==> src/sv/alle_pkg.sv <==
// ----------------------------------------------------------------------------
// alle_pkg
// Shared types and constants for the array linked list engine: sizes, the
// node layout held in the node memory, operation and status codes, and the
// sequencer states.
// ----------------------------------------------------------------------------
package alle_pkg;

	// Storage sizes
	localparam int DEPTH      = 64;
	localparam int ITEM_WIDTH = 32;

	// Derived widths: a link holds a slot index or the null marker (DEPTH)
	localparam int SLOT_W = (DEPTH > 1) ? $clog2(DEPTH) : 1;
	localparam int LINK_W = $clog2(DEPTH + 1);
	localparam int CNT_W  = $clog2(DEPTH + 1);

	// Fixed field widths of the stream words
	localparam int OPCODE_W   = 3;
	localparam int POSITION_W = 7;
	localparam int VALUE_W    = 32;
	localparam int STATUS_W   = 2;
	localparam int COUNT_W    = 7;

	localparam int IN_FIELDS_W  = OPCODE_W + POSITION_W + VALUE_W;
	localparam int IN_TDATA_W   = ((IN_FIELDS_W + 7) / 8) * 8;
	localparam int OUT_FIELDS_W = STATUS_W + 3 * VALUE_W + COUNT_W + 1;
	localparam int OUT_TDATA_W  = ((OUT_FIELDS_W + 7) / 8) * 8;

	// Position compare width, one bit of headroom for count + 1
	localparam int CMP_W = ((CNT_W > POSITION_W) ? CNT_W : POSITION_W) + 1;

	localparam logic [LINK_W-1:0] NULL_LINK = LINK_W'(DEPTH);

	// One node of the list as stored in the node memory
	typedef struct packed {
		logic [ITEM_WIDTH-1:0] payload;
		logic [LINK_W-1:0]     next;
		logic [LINK_W-1:0]     prev;
	} node_t;

	localparam int NODE_W = $bits(node_t);

	typedef enum logic [OPCODE_W-1:0] {
		OP_PUSH_BACK  = 3'd0,
		OP_PUSH_FRONT = 3'd1,
		OP_POP_FRONT  = 3'd2,
		OP_POP_BACK   = 3'd3,
		OP_INSERT     = 3'd4,
		OP_ERASE      = 3'd5,
		OP_READ       = 3'd6,
		OP_CLEAR      = 3'd7
	} op_t;

	typedef enum logic [STATUS_W-1:0] {
		ST_DONE    = 2'd0,
		ST_IGNORED = 2'd1,
		ST_FULL    = 2'd2
	} status_t;

	typedef enum logic [3:0] {
		S_IDLE,
		S_DEC,
		S_WALK,
		S_INS_NEW,
		S_ERS_B,
		S_POPF,
		S_POPB,
		S_FIX,
		S_RESP
	} state_t;

endpackage

==> src/sv/alle_ram.sv <==
// ----------------------------------------------------------------------------
// alle_ram
// Generic single write port, single read port RAM with a registered read.
// ----------------------------------------------------------------------------
module alle_ram #(
	parameter int WIDTH = 8,
	parameter int DEPTH = 16,
	localparam int AW   = (DEPTH > 1) ? $clog2(DEPTH) : 1
) (
	input  logic             clk,
	input  logic             we,
	input  logic [AW-1:0]    waddr,
	input  logic [WIDTH-1:0] wdata,
	input  logic [AW-1:0]    raddr,
	output logic [WIDTH-1:0] rdata
);

	logic [WIDTH-1:0] mem [DEPTH];

	// Write port
	always_ff @(posedge clk) begin
		if (we) begin
			mem[waddr] <= wdata;
		end
	end

	// Registered read port
	always_ff @(posedge clk) begin
		rdata <= mem[raddr];
	end

endmodule

==> src/sv/array_linked_list_engine_top.sv <==
// ----------------------------------------------------------------------------
// array_linked_list_engine_top
// Doubly linked list engine over a node memory with index links.
// ----------------------------------------------------------------------------
// One command word is taken at a time and answered with one result word.
// All nodes live in a single node memory (payload, next and prev link per
// slot) with a registered read; every link update is a read-modify-write.
// The result word is loaded as the engine returns to idle. Insert and
// erase at either end cost the same as push and pop. Insert, erase and read
// in the middle walk the next links from the head, one memory read per cycle.
// New nodes take slots from a bump counter; slots are only recycled once
// the list is empty, so a list that has seen DEPTH insertions since it was
// last empty reports full. A new command is accepted once the previous
// result has been loaded into the output register, even while that word
// still waits on m_axis_tready.
// ----------------------------------------------------------------------------
module array_linked_list_engine_top (
	input  logic                            clk,
	input  logic                            arst_n,
	// s_axis_tdata: opcode[2:0], position[9:3], item_value[41:10], zero pad
	input  logic                            s_axis_tvalid,
	output logic                            s_axis_tready,
	input  logic [alle_pkg::IN_TDATA_W-1:0] s_axis_tdata,
	// m_axis_tdata: status[1:0], read_value[33:2], list_count[40:34],
	// front_value[72:41], back_value[104:73], list_empty[105], zero pad
	output logic                             m_axis_tvalid,
	input  logic                             m_axis_tready,
	output logic [alle_pkg::OUT_TDATA_W-1:0] m_axis_tdata
);

	import alle_pkg::*;

	// Sequencer and list state
	state_t                state_q, state_d, after_q, after_d;
	op_t                   op_q, op_d;
	logic [POSITION_W-1:0] pos_q, pos_d, rem_q, rem_d;
	logic [ITEM_WIDTH-1:0] val_q, val_d;
	logic [LINK_W-1:0]     head_q, head_d, tail_q, tail_d;
	logic [CNT_W-1:0]      count_q, count_d;
	logic [LINK_W-1:0]     used_q, used_d;
	logic [ITEM_WIDTH-1:0] front_q, front_d, back_q, back_d;
	logic [LINK_W-1:0]     cur_q, cur_d, pv_q, pv_d, nx_q, nx_d;
	logic [LINK_W-1:0]     fix_link_q, fix_link_d;
	logic [SLOT_W-1:0]     fix_addr_q, fix_addr_d;
	logic                  fix_next_q, fix_next_d;
	logic                  fix_front_q, fix_front_d, fix_back_q, fix_back_d;
	status_t               status_q, status_d;
	logic [ITEM_WIDTH-1:0] rd_q, rd_d;
	logic                  out_valid_q, out_valid_d;
	logic [OUT_TDATA_W-1:0] out_data_q, out_data_d;

	// Node memory port
	logic              ram_we;
	logic [SLOT_W-1:0] ram_waddr, ram_raddr;
	node_t             ram_wnode, rnode;
	logic [NODE_W-1:0] ram_rdata;

	alle_ram #(
		.WIDTH (NODE_W),
		.DEPTH (DEPTH)
	) u_node_ram (
		.clk   (clk),
		.we    (ram_we),
		.waddr (ram_waddr),
		.wdata (ram_wnode),
		.raddr (ram_raddr),
		.rdata (ram_rdata)
	);

	assign rnode = node_t'(ram_rdata);

	// Input word unpacking
	logic [VALUE_W-1:0] in_value;
	logic [63:0]        in_value_x;
	assign in_value   = s_axis_tdata[OPCODE_W+POSITION_W +: VALUE_W];
	assign in_value_x = 64'(in_value);

	// Position checks against the current count
	logic [CMP_W-1:0] pos_x, cnt_x;
	logic             full, ins_ok, ers_ok, rd_ok;
	assign pos_x  = CMP_W'(pos_q);
	assign cnt_x  = CMP_W'(count_q);
	assign full   = (used_q == LINK_W'(DEPTH));
	assign ins_ok = (pos_x != '0) && (pos_x <= cnt_x + CMP_W'(1));
	assign ers_ok = (pos_x != '0) && (pos_x <= cnt_x);
	assign rd_ok  = (pos_x < cnt_x);

	// Result word fields
	logic [63:0]        front_x, back_x, rd_x, cnt_w;
	logic [VALUE_W-1:0] front_o, back_o;
	logic               empty_o;
	assign empty_o = (count_q == '0);
	assign front_x = 64'(front_q);
	assign back_x  = 64'(back_q);
	assign rd_x    = 64'(rd_q);
	assign cnt_w   = 64'(count_q);
	assign front_o = empty_o ? '0 : front_x[VALUE_W-1:0];
	assign back_o  = empty_o ? '0 : back_x[VALUE_W-1:0];

	assign s_axis_tready = (state_q == S_IDLE);
	assign m_axis_tvalid = out_valid_q;
	assign m_axis_tdata  = out_data_q;

	// Next state and memory control
	always_comb begin
		state_d     = state_q;
		after_d     = after_q;
		op_d        = op_q;
		pos_d       = pos_q;
		rem_d       = rem_q;
		val_d       = val_q;
		head_d      = head_q;
		tail_d      = tail_q;
		count_d     = count_q;
		used_d      = used_q;
		front_d     = front_q;
		back_d      = back_q;
		cur_d       = cur_q;
		pv_d        = pv_q;
		nx_d        = nx_q;
		fix_link_d  = fix_link_q;
		fix_addr_d  = fix_addr_q;
		fix_next_d  = fix_next_q;
		fix_front_d = fix_front_q;
		fix_back_d  = fix_back_q;
		status_d    = status_q;
		rd_d        = rd_q;
		out_valid_d = out_valid_q;
		out_data_d  = out_data_q;
		ram_we      = 1'b0;
		ram_waddr   = used_q[SLOT_W-1:0];
		ram_wnode   = '{payload: val_q, next: NULL_LINK, prev: NULL_LINK};
		ram_raddr   = head_q[SLOT_W-1:0];

		// Output register drains independently of the sequencer
		if (out_valid_q && m_axis_tready) begin
			out_valid_d = 1'b0;
		end

		case (state_q)
			S_IDLE: begin
				if (s_axis_tvalid) begin
					op_d    = op_t'(s_axis_tdata[OPCODE_W-1:0]);
					pos_d   = s_axis_tdata[OPCODE_W +: POSITION_W];
					val_d   = in_value_x[ITEM_WIDTH-1:0];
					state_d = S_DEC;
				end
			end

			S_DEC: begin
				status_d    = ST_DONE;
				rd_d        = '0;
				fix_front_d = 1'b0;
				fix_back_d  = 1'b0;
				after_d     = S_RESP;
				state_d     = S_RESP;
				case (op_q)
					OP_PUSH_BACK, OP_PUSH_FRONT, OP_INSERT: begin
						if (op_q == OP_INSERT && !ins_ok) begin
							status_d = ST_IGNORED;
						end else if (full) begin
							status_d = ST_FULL;
						end else if (count_q == '0) begin
							// first node of an empty list
							ram_we    = 1'b1;
							head_d    = used_q;
							tail_d    = used_q;
							front_d   = val_q;
							back_d    = val_q;
							count_d   = CNT_W'(1);
							used_d    = used_q + LINK_W'(1);
						end else if (op_q == OP_PUSH_BACK ||
						             (op_q == OP_INSERT && pos_x == cnt_x + CMP_W'(1))) begin
							// new tail, then link old tail forward
							ram_we     = 1'b1;
							ram_wnode  = '{payload: val_q, next: NULL_LINK, prev: tail_q};
							ram_raddr  = tail_q[SLOT_W-1:0];
							fix_addr_d = tail_q[SLOT_W-1:0];
							fix_next_d = 1'b1;
							fix_link_d = used_q;
							tail_d     = used_q;
							back_d     = val_q;
							count_d    = count_q + CNT_W'(1);
							used_d     = used_q + LINK_W'(1);
							state_d    = S_FIX;
						end else if (op_q == OP_PUSH_FRONT || pos_x == CMP_W'(1)) begin
							// new head, then link old head back
							ram_we     = 1'b1;
							ram_wnode  = '{payload: val_q, next: head_q, prev: NULL_LINK};
							ram_raddr  = head_q[SLOT_W-1:0];
							fix_addr_d = head_q[SLOT_W-1:0];
							fix_next_d = 1'b0;
							fix_link_d = used_q;
							head_d     = used_q;
							front_d    = val_q;
							count_d    = count_q + CNT_W'(1);
							used_d     = used_q + LINK_W'(1);
							state_d    = S_FIX;
						end else begin
							cur_d   = head_q;
							rem_d   = pos_q - POSITION_W'(1);
							state_d = S_WALK;
						end
					end
					OP_POP_FRONT, OP_POP_BACK, OP_ERASE: begin
						if (op_q == OP_ERASE ? !ers_ok : (count_q == '0)) begin
							status_d = ST_IGNORED;
						end else if (count_q == CNT_W'(1)) begin
							head_d  = NULL_LINK;
							tail_d  = NULL_LINK;
							count_d = '0;
							used_d  = '0;
						end else if (op_q == OP_POP_FRONT ||
						             (op_q == OP_ERASE && pos_x == CMP_W'(1))) begin
							ram_raddr = head_q[SLOT_W-1:0];
							state_d   = S_POPF;
						end else if (op_q == OP_POP_BACK || pos_x == cnt_x) begin
							ram_raddr = tail_q[SLOT_W-1:0];
							state_d   = S_POPB;
						end else begin
							cur_d   = head_q;
							rem_d   = pos_q - POSITION_W'(1);
							state_d = S_WALK;
						end
					end
					OP_READ: begin
						if (!rd_ok) begin
							status_d = ST_IGNORED;
						end else begin
							cur_d   = head_q;
							rem_d   = pos_q;
							state_d = S_WALK;
						end
					end
					default: begin
						// clear
						head_d  = NULL_LINK;
						tail_d  = NULL_LINK;
						count_d = '0;
						used_d  = '0;
					end
				endcase
			end

			// Follow next links, one read per cycle; rnode holds node cur_q
			S_WALK: begin
				if (rem_q != '0) begin
					ram_raddr = rnode.next[SLOT_W-1:0];
					cur_d     = rnode.next;
					rem_d     = rem_q - POSITION_W'(1);
				end else begin
					case (op_q)
						OP_INSERT: begin
							// point the target back at the new node
							ram_we    = 1'b1;
							ram_waddr = cur_q[SLOT_W-1:0];
							ram_wnode = '{payload: rnode.payload, next: rnode.next,
							              prev: used_q};
							pv_d      = rnode.prev;
							state_d   = S_INS_NEW;
						end
						OP_ERASE: begin
							pv_d        = rnode.prev;
							nx_d        = rnode.next;
							ram_raddr   = rnode.prev[SLOT_W-1:0];
							fix_addr_d  = rnode.prev[SLOT_W-1:0];
							fix_next_d  = 1'b1;
							fix_link_d  = rnode.next;
							count_d     = count_q - CNT_W'(1);
							after_d     = S_ERS_B;
							state_d     = S_FIX;
						end
						default: begin
							rd_d    = rnode.payload;
							state_d = S_RESP;
						end
					endcase
				end
			end

			// Write the inserted node, then link its predecessor forward
			S_INS_NEW: begin
				ram_we     = 1'b1;
				ram_wnode  = '{payload: val_q, next: cur_q, prev: pv_q};
				ram_raddr  = pv_q[SLOT_W-1:0];
				fix_addr_d = pv_q[SLOT_W-1:0];
				fix_next_d = 1'b1;
				fix_link_d = used_q;
				count_d    = count_q + CNT_W'(1);
				used_d     = used_q + LINK_W'(1);
				after_d    = S_RESP;
				state_d    = S_FIX;
			end

			// Erase, second half: successor points back at predecessor
			S_ERS_B: begin
				ram_raddr  = nx_q[SLOT_W-1:0];
				fix_addr_d = nx_q[SLOT_W-1:0];
				fix_next_d = 1'b0;
				fix_link_d = pv_q;
				after_d    = S_RESP;
				state_d    = S_FIX;
			end

			S_POPF: begin
				ram_raddr   = rnode.next[SLOT_W-1:0];
				fix_addr_d  = rnode.next[SLOT_W-1:0];
				fix_next_d  = 1'b0;
				fix_link_d  = NULL_LINK;
				fix_front_d = 1'b1;
				head_d      = rnode.next;
				count_d     = count_q - CNT_W'(1);
				state_d     = S_FIX;
			end

			S_POPB: begin
				ram_raddr  = rnode.prev[SLOT_W-1:0];
				fix_addr_d = rnode.prev[SLOT_W-1:0];
				fix_next_d = 1'b1;
				fix_link_d = NULL_LINK;
				fix_back_d = 1'b1;
				tail_d     = rnode.prev;
				count_d    = count_q - CNT_W'(1);
				state_d    = S_FIX;
			end

			// Read-modify-write of one link; rnode holds node fix_addr_q
			S_FIX: begin
				ram_we    = 1'b1;
				ram_waddr = fix_addr_q;
				ram_wnode = rnode;
				if (fix_next_q) begin
					ram_wnode.next = fix_link_q;
				end else begin
					ram_wnode.prev = fix_link_q;
				end
				if (fix_front_q) begin
					front_d = rnode.payload;
				end
				if (fix_back_q) begin
					back_d = rnode.payload;
				end
				fix_front_d = 1'b0;
				fix_back_d  = 1'b0;
				state_d     = after_q;
			end

			S_RESP: begin
				if (!out_valid_q || m_axis_tready) begin
					out_valid_d = 1'b1;
					out_data_d  = OUT_TDATA_W'({empty_o, back_o, front_o,
					                            cnt_w[COUNT_W-1:0], rd_x[VALUE_W-1:0],
					                            status_q});
					state_d     = S_IDLE;
				end
			end

			default: begin
				state_d = S_IDLE;
			end
		endcase
	end

	// Control registers
	always_ff @(posedge clk or negedge arst_n) begin
		if (!arst_n) begin
			state_q     <= S_IDLE;
			after_q     <= S_RESP;
			head_q      <= NULL_LINK;
			tail_q      <= NULL_LINK;
			count_q     <= '0;
			used_q      <= '0;
			fix_front_q <= 1'b0;
			fix_back_q  <= 1'b0;
			out_valid_q <= 1'b0;
		end else begin
			state_q     <= state_d;
			after_q     <= after_d;
			head_q      <= head_d;
			tail_q      <= tail_d;
			count_q     <= count_d;
			used_q      <= used_d;
			fix_front_q <= fix_front_d;
			fix_back_q  <= fix_back_d;
			out_valid_q <= out_valid_d;
		end
	end

	// Payload and working registers
	always_ff @(posedge clk) begin
		op_q       <= op_d;
		pos_q      <= pos_d;
		rem_q      <= rem_d;
		val_q      <= val_d;
		front_q    <= front_d;
		back_q     <= back_d;
		cur_q      <= cur_d;
		pv_q       <= pv_d;
		nx_q       <= nx_d;
		fix_link_q <= fix_link_d;
		fix_addr_q <= fix_addr_d;
		fix_next_q <= fix_next_d;
		status_q   <= status_d;
		rd_q       <= rd_d;
		out_data_q <= out_data_d;
	end

endmodule
==> config.mk <==
export PLATFORM = sky130hd
export DESIGN_NAME = array_linked_list_engine_top
export DESIGN_NICKNAME = d
export VERILOG_FILES = /design/src/sv/alle_pkg.sv /design/src/sv/alle_ram.sv /design/src/sv/array_linked_list_engine_top.sv
export SDC_FILE = /design/constraint.sdc
export NUM_CORES = 2
export LEC_CHECK = 0
export ABC_AREA = 1
export BUFFER_PORTS_ARGS = -buffer_cell sky130_fd_sc_hd__buf_2
export CORE_AREA = 10 10 540 542
export CTS_CLUSTER_DIAMETER = 120
export DETAILED_ROUTE_END_ITERATION = 10
export DIE_AREA = 0 0 550 552
export HOLD_SLACK_MARGIN = 0.1
export PLACE_DENSITY = 0.76
export SLEW_MARGIN = 10
export SYNTH_ARGS = -nofsm -noshare
export SYNTH_HDL_FRONTEND = slang
export SYNTH_SLANG_ARGS = --single-unit
==> constraint.sdc <==
create_clock -name clk -period 6.4 [get_ports clk]
set_clock_uncertainty 0.2 [all_clocks]
set_input_delay 1.28 -clock clk [delete_from_list [all_inputs] [get_ports clk]]
set_output_delay 1.28 -clock clk [all_outputs]
set_load 0.01 [all_outputs]
# [Word level (Yosys, flattened, before mapping)]
# Memories as Yosys holds them, arrays and structs flattened. A register that Yosys moved wholly into a read port is not among the register bits.
# Index checks and enable logic that the tools add are counted.
[op_classes] bitwise_logic=1 mux=170 n_eq_ne=52 addsub=6 n_reduce_logical=58 n_lt_le_gt_ge=3
[ops] operator="32-bit two-way mux" count=15
[ops] operator="7-bit two-way mux" count=56
[ops] operator="32-bit one-hot mux with 2 select lines" count=3
[ops] operator="46-bit one-hot mux with 4 select lines" count=1
[ops] operator="7-bit one-hot mux with 3 select lines" count=6
[ops] operator="6-bit two-way mux" count=20
[ops] operator="46-bit two-way mux" count=2
[ops] operator="14-bit two-way mux" count=6
[ops] operator="6-bit one-hot mux with 6 select lines" count=2
[ops] operator="7-bit one-hot mux with 2 select lines" count=5
[ops] operator="3-bit != test, second input constant" count=15
[ops] operator="4-bit two-way mux" count=11
[ops] operator="7-bit one-hot mux with 5 select lines" count=1
[ops] operator="8-bit AND reduction" count=4
[ops] operator="7-bit one-hot mux with 4 select lines" count=1
[ops] operator="1-bit two-way mux" count=24
[ops] operator="2-bit != test, second input constant" count=12
[ops] operator="4-bit one-hot mux with 6 select lines" count=1
[ops] operator="6-bit one-hot mux with 2 select lines" count=2
[ops] operator="7-bit AND reduction" count=3
[ops] operator="7-bit by 1-bit subtractor with 7-bit output, second input constant" count=3
[ops] operator="4-bit by 3-bit == test with 1-bit output, second input constant" count=4
[ops] operator="4-bit one-hot mux with 2 select lines" count=2
[ops] operator="2-bit nonzero test" count=8
[ops] operator="other kinds (46)" count=83
[word_totals] mem_count=1 elab_cells=316 mem_bits_rw=2944 in_bits=52 ff_bits=326 out_inout_bits=114
[mem_list] memory="u_node_ram.mem" depth=64 width=46 read_ports=1 rd_ports_with_merged_regs=1 wr=1 line="alle_ram.sv:18" text="logic [WIDTH-1:0] mem [DEPTH];"

# [Longest topological paths before layout]
[logic_depth] ltp_word=12 ltp_mapped=33 ltp_nobuf=30

# [Cells and area by module]
# A second synthesis with hierarchy kept.
[unflattened] cells_unflattened=11225 hier_area_um2=134520.3
[modules_own_cells] module="alle_ram" n_inst=1 cells_each=9711 seq_area_each_um2=89325.7 area_each_um2=119180.6
[modules_own_cells] module="array_linked_list_engine_top" n_inst=1 cells_each=1514 seq_area_each_um2=9547.9 area_each_um2=15339.7

# [Worst setup path before layout]
# OpenSTA, ideal clock, no wires.
[synth_timing] path_type="input-to-reg" start="input m_axis_tready" end="register out_data_q[0], in the netlist m_axis_tdata[0], enable pin" stages=2 t_arrival_ns=5.742 n_path_buf=0 setup_ns=0.572 t_required_ns=5.628 setup_slack_ns=-0.113 cell_sequence="nor2_1 nor2_1"
[synth_via] elab_chain_len=2
[synth_rtl] item="start: declaration" line="array_linked_list_engine_top.sv:27" text="input logic m_axis_tready,"
[synth_rtl] item="1-bit logical OR" line="array_linked_list_engine_top.sv:349" text="if (!out_valid_q || m_axis_tready) begin"
[synth_rtl] item="2-bit AND reduction (no source line)"
[synth_rtl] item="end signal: assignment" line="array_linked_list_engine_top.sv:405" text="out_data_q <= out_data_d;"
[synth_rtl] item="end: declaration" line="array_linked_list_engine_top.sv:50" text="logic [OUT_TDATA_W-1:0] out_data_q, out_data_d;"
# Every way passes these cells.
# A chain may end at the register's enable or synchronous reset.

# [Final worst setup path]
[layout_timing] start="register state_q[1]" end="memory u_node_ram.mem[16][7] (netlist bit), enable pin"
[layout_via] elab_chain_len=5 word_cells_on_any_way=9 cone_classes="eq/ne: 4; mux: 4; reduce/logical: 1"
[layout_rtl] item="start: declaration" line="array_linked_list_engine_top.sv:34" text="state_t state_q, state_d, after_q, after_d;"
[layout_rtl] item="start signal: assignment" line="array_linked_list_engine_top.sv:377" text="state_q <= state_d;"
[layout_rtl] item="4-bit by 3-bit == test with 1-bit output or 4-bit by 2-bit == test with 1-bit output (tied branches)" line="array_linked_list_engine_top.sv:140" text="case (state_q)"
[layout_rtl] item="2-bit OR reduction (no source line)"
[layout_rtl] item="1-bit one-hot mux with 3 select lines" line="array_linked_list_engine_top.sv:140"
[layout_rtl] item="1-bit two-way mux" line="alle_ram.sv:22" text="if (we) begin"
[layout_rtl] item="1-bit two-way mux (not written as such)" line="alle_ram.sv:23" text="mem[waddr] <= wdata;"
[layout_rtl] item="end: declaration" line="alle_ram.sv:18"
# Parallel ways exist; a longest one is shown, timed or not.

==> flow_metrics.py <==
metrics = {
    "synthesis": {
        "synth_compound_area_share_pct": 1.181,
        "synth-xor-area-share_pct": 0.07533,
        "yosys.area.top_type": "edfxtp_1",
        "yosys_warnings": 0,
        "syn_inst": 12620,
        "synth.area.top_cells": "edfxtp_1 (67%), nand3_1 (11%), nand2_1 (5.7%)",
        "netlist_area_um2": 139500,
        "synth_fa_ha_area_share_pct": 0.1973,
        "synth_top_area_share_pct": 66.72,
        "avgSynthCellArea_um2": 11.05,
        "synthArstFlopShare_pct": 1.101,
        "synth-simple-area-share_pct": 22.05,
        "synth_top_family_by_area": "simple AND/OR/NAND/NOR gates",
        "synth_edf_count": 3100,
        "synth_cell_type_count": 61,
        "synth_ff_type": "edfxtp_1",
        "synth-seq-cells": 3179,
        "synthMuxAreaShare_pct": 0.007175,
        "seq_area_frac_synth_pct": 67.98,
    },
    "timing": {
        "worst_slew_pin_slew_ns": 1.302,
        "tns_ns": 0,
        "maxSlewViolCount": 0,
        "fin_crit_ns": 5.891,
        "setup_viol": 0,
        "max_freq_mhz": 169.8,
        "period_share_pct": 92.05,
        "finalHoldViolCount": 0,
        "maxSlewHeadroom_pct": 13.19,
        "rsz0062_at_grt": "false",
    },
    "floorplanning": {
        "io_pins": 166,
        "row_count": 195,
        "core-area_um2": 280800,
        "die_area_um2": 303600,
        "die_y_um": 552,
        "initial_core_util_pct": 49.68,
        "die_w_um": 550,
    },
    "finish": {
        "syn2layout_area_growth_pct": 11.38,
        "nets": 12680,
        "drive_gt1_share_pct": 8.129,
        "layout_commonest_cell": "edfxtp_1",
        "fill_cells": 21990,
        "final_cell_mix": "edfxtp_1 (3100), nand3_1 (2956), nand2_1 (2130)",
    },
    "clocking": {
        "ctsRootBufferMaster": "clkbuf_16",
        "cts_tree": "done",
        "clkTransAtPathRegs_ns": 0.07,
        "h-tree-depth": 5,
        "cts.hold.buffers_added": 0,
        "cts-buffers-inserted": 309,
        "cts_resized": 0,
        "clock_sinks": 3179,
        "clockBufferDepth": 4,
        "post_cts_buffers": 0,
        "clkLatencyLatePin_ns": 0.88,
    },
    "worst_setup_path": {
        "path_delay_family": "buffers and inverters",
        "cp-end-kind": "flip-flop",
        "cp.depth": 20,
        "worst-path-max-fanout": 22,
        "worstPathCellList": "inv_2 > nor2_1 > nand2_2 > nor2_4 > buf_4 > inv_2 > nor2_4 > inv_2 > nor2_1 > inv_1 > nand2_4 > o221ai_1 > nor2_1 > inv_1 > nor2_1 > nand2_1 > inv_1 > nand2_1 > inv_2 > buf_4",
        "regToRegSetupSlack_ns": 0.51,
        "worstRegToRegCells": 20,
        "critPathRequiredTime_ns": 6.73,
        "worstSetupPathType": "flip-flop to flip-flop",
        "startpoint_type": "flip-flop",
        "slowest_stage": "dfrtp_1",
        "slowest_delay_ns": 0.52,
        "cp_num_buf_inv": 9,
        "worstPathArrival_ns": 6.22,
    },
    "worst_hold_path": {
        "holdPathStages": 0,
        "hp-class": "flip-flop to flip-flop",
    },
    "grt": {
        "grt_max_degree": 185,
        "grt_pass1_vias": 91340,
        "grt_overflow": 0,
        "grt_pass1_wl_um": 552400,
        "grt_antenna_before_repair": 5,
        "grtUsageTotal_pct": 23.29,
    },
    "placed_design": {
        "port_buffers": 153,
        "hpwl_um": 200100,
        "gp_congestion": 0.9135,
    },
    "detailed_routing": {
        "dr_total_vias": 95440,
        "postRouteAntennaNets": 0,
        "drc": 0,
        "routed_wl_um": 369700,
        "via_per_inst": 5.754,
        "dr.pass1.iters": 6,
        "first_iter_violations": 13230,
        "drt-wirelength-per-cell_um": 22.29,
    },
    "run": {
        "maxCapViolCount": 0,
    },
    "run_status": {
        "status": "completed",
    },
}
## cell type report
class,instances,area (µm²),share of cell area (%)
Sequential cell,3179,94850,61.04
Inverter,2079,7840,5.045
Timing Repair Buffer,455,4409,2.838
Multi-Input combinational cell,6581,33700,21.69
Tap cell,3743,4683,3.014
Antenna cell,2,5.005,0.003221
Clock buffer,381,8257,5.314
Clock inverter,168,1640,1.056
## sequential cells by signal, summed over array words and instances (netlist names), 2 cells and up
register,count
u_node_ram.mem,2816
used_q,7
m_axis_tdata,106
cur_q,6
rem_q,7
rd_q,32
val_q,32
nx_q,6
head_q,6
front_q,32
count_q,7
status_q,2
fix_link_q,6
tail_q,6
after_q,2
u_node_ram.rdata,44
pos_q,7
back_q,32
pv_q,6
op_q,3
fix_addr_q,6
state_q,4
## cells in the mapped netlist, types with 7 or more instances
cell type,n
buf_1,82
dfrtp_1,34
nand2_1,2133
buf_6,49
nand4_1,10
a221oi_1,10
o211ai_1,11
a21oi_1,43
o21ai_0,140
inv_2,17
edfxtp_1,3100
nand3_1,2956
o221ai_1,21
ha_1,22
dfxtp_1,44
inv_1,2057
nand3b_1,881
buf_2,423
o2111ai_1,7
nor2_1,234
nor2_2,7
nand2_2,7
a31oi_1,9
clkbuf_1,183
nor4_1,8
buf_4,50
xor2_1,9
nor3_1,15
## worst paths after layout
check                            from                     to
min in group asynchronous      arst_n              head_q[5]
hold reg to reg              rd_q[24]       m_axis_tdata[26]
max in group asynchronous      arst_n              head_q[2]
setup reg to reg           state_q[1]  u_node_ram.mem[16][7]
setup / recovery           state_q[1]  u_node_ram.mem[16][7]
hold / removal               rd_q[24]       m_axis_tdata[26]
## metal layers
metal / track usage (%) / vias to the layer above / routed length [µm]
li1: - / 42830 / -
met1: 31.05 / 45660 / 137400
met2: 37.39 / 5900 / 172400
met3: 4.773 / 1056 / 44800
met4: 9.540 / 4 / 15140
met5: 0 / - / 23
## stage by stage
stage	cell area (µm²)	util, %	std cells	setup slack (ns)	hold WS, ns
after floorplan	139500	-	12630	0.1713	0.2003
after global placement	145500	51.81	16040	0.8526	0.2017
after detailed placement	145500	51.81	16040	0.7481	0.2045
after CTS	155400	55.33	16590	0.6564	0.2182
after global routing	155400	55.33	16590	0.2831	0.2279
final	155400	55.33	16590	0.5090	0.2147
## logic make-up after synthesis
family / after synthesis
AND/OR/NAND/NOR: 6268
other: 1
XOR/XNOR: 12
buffers and inverters: 2868
AO/OA/AOI/OAI: 272
adder cells (fa/ha/maj): 22
multiplexers: 1
flip-flops: 3179
Power is left out: the tool's default activity adds up to more than one toggle a clock period on the data nets, which glitch-free logic cannot reach.
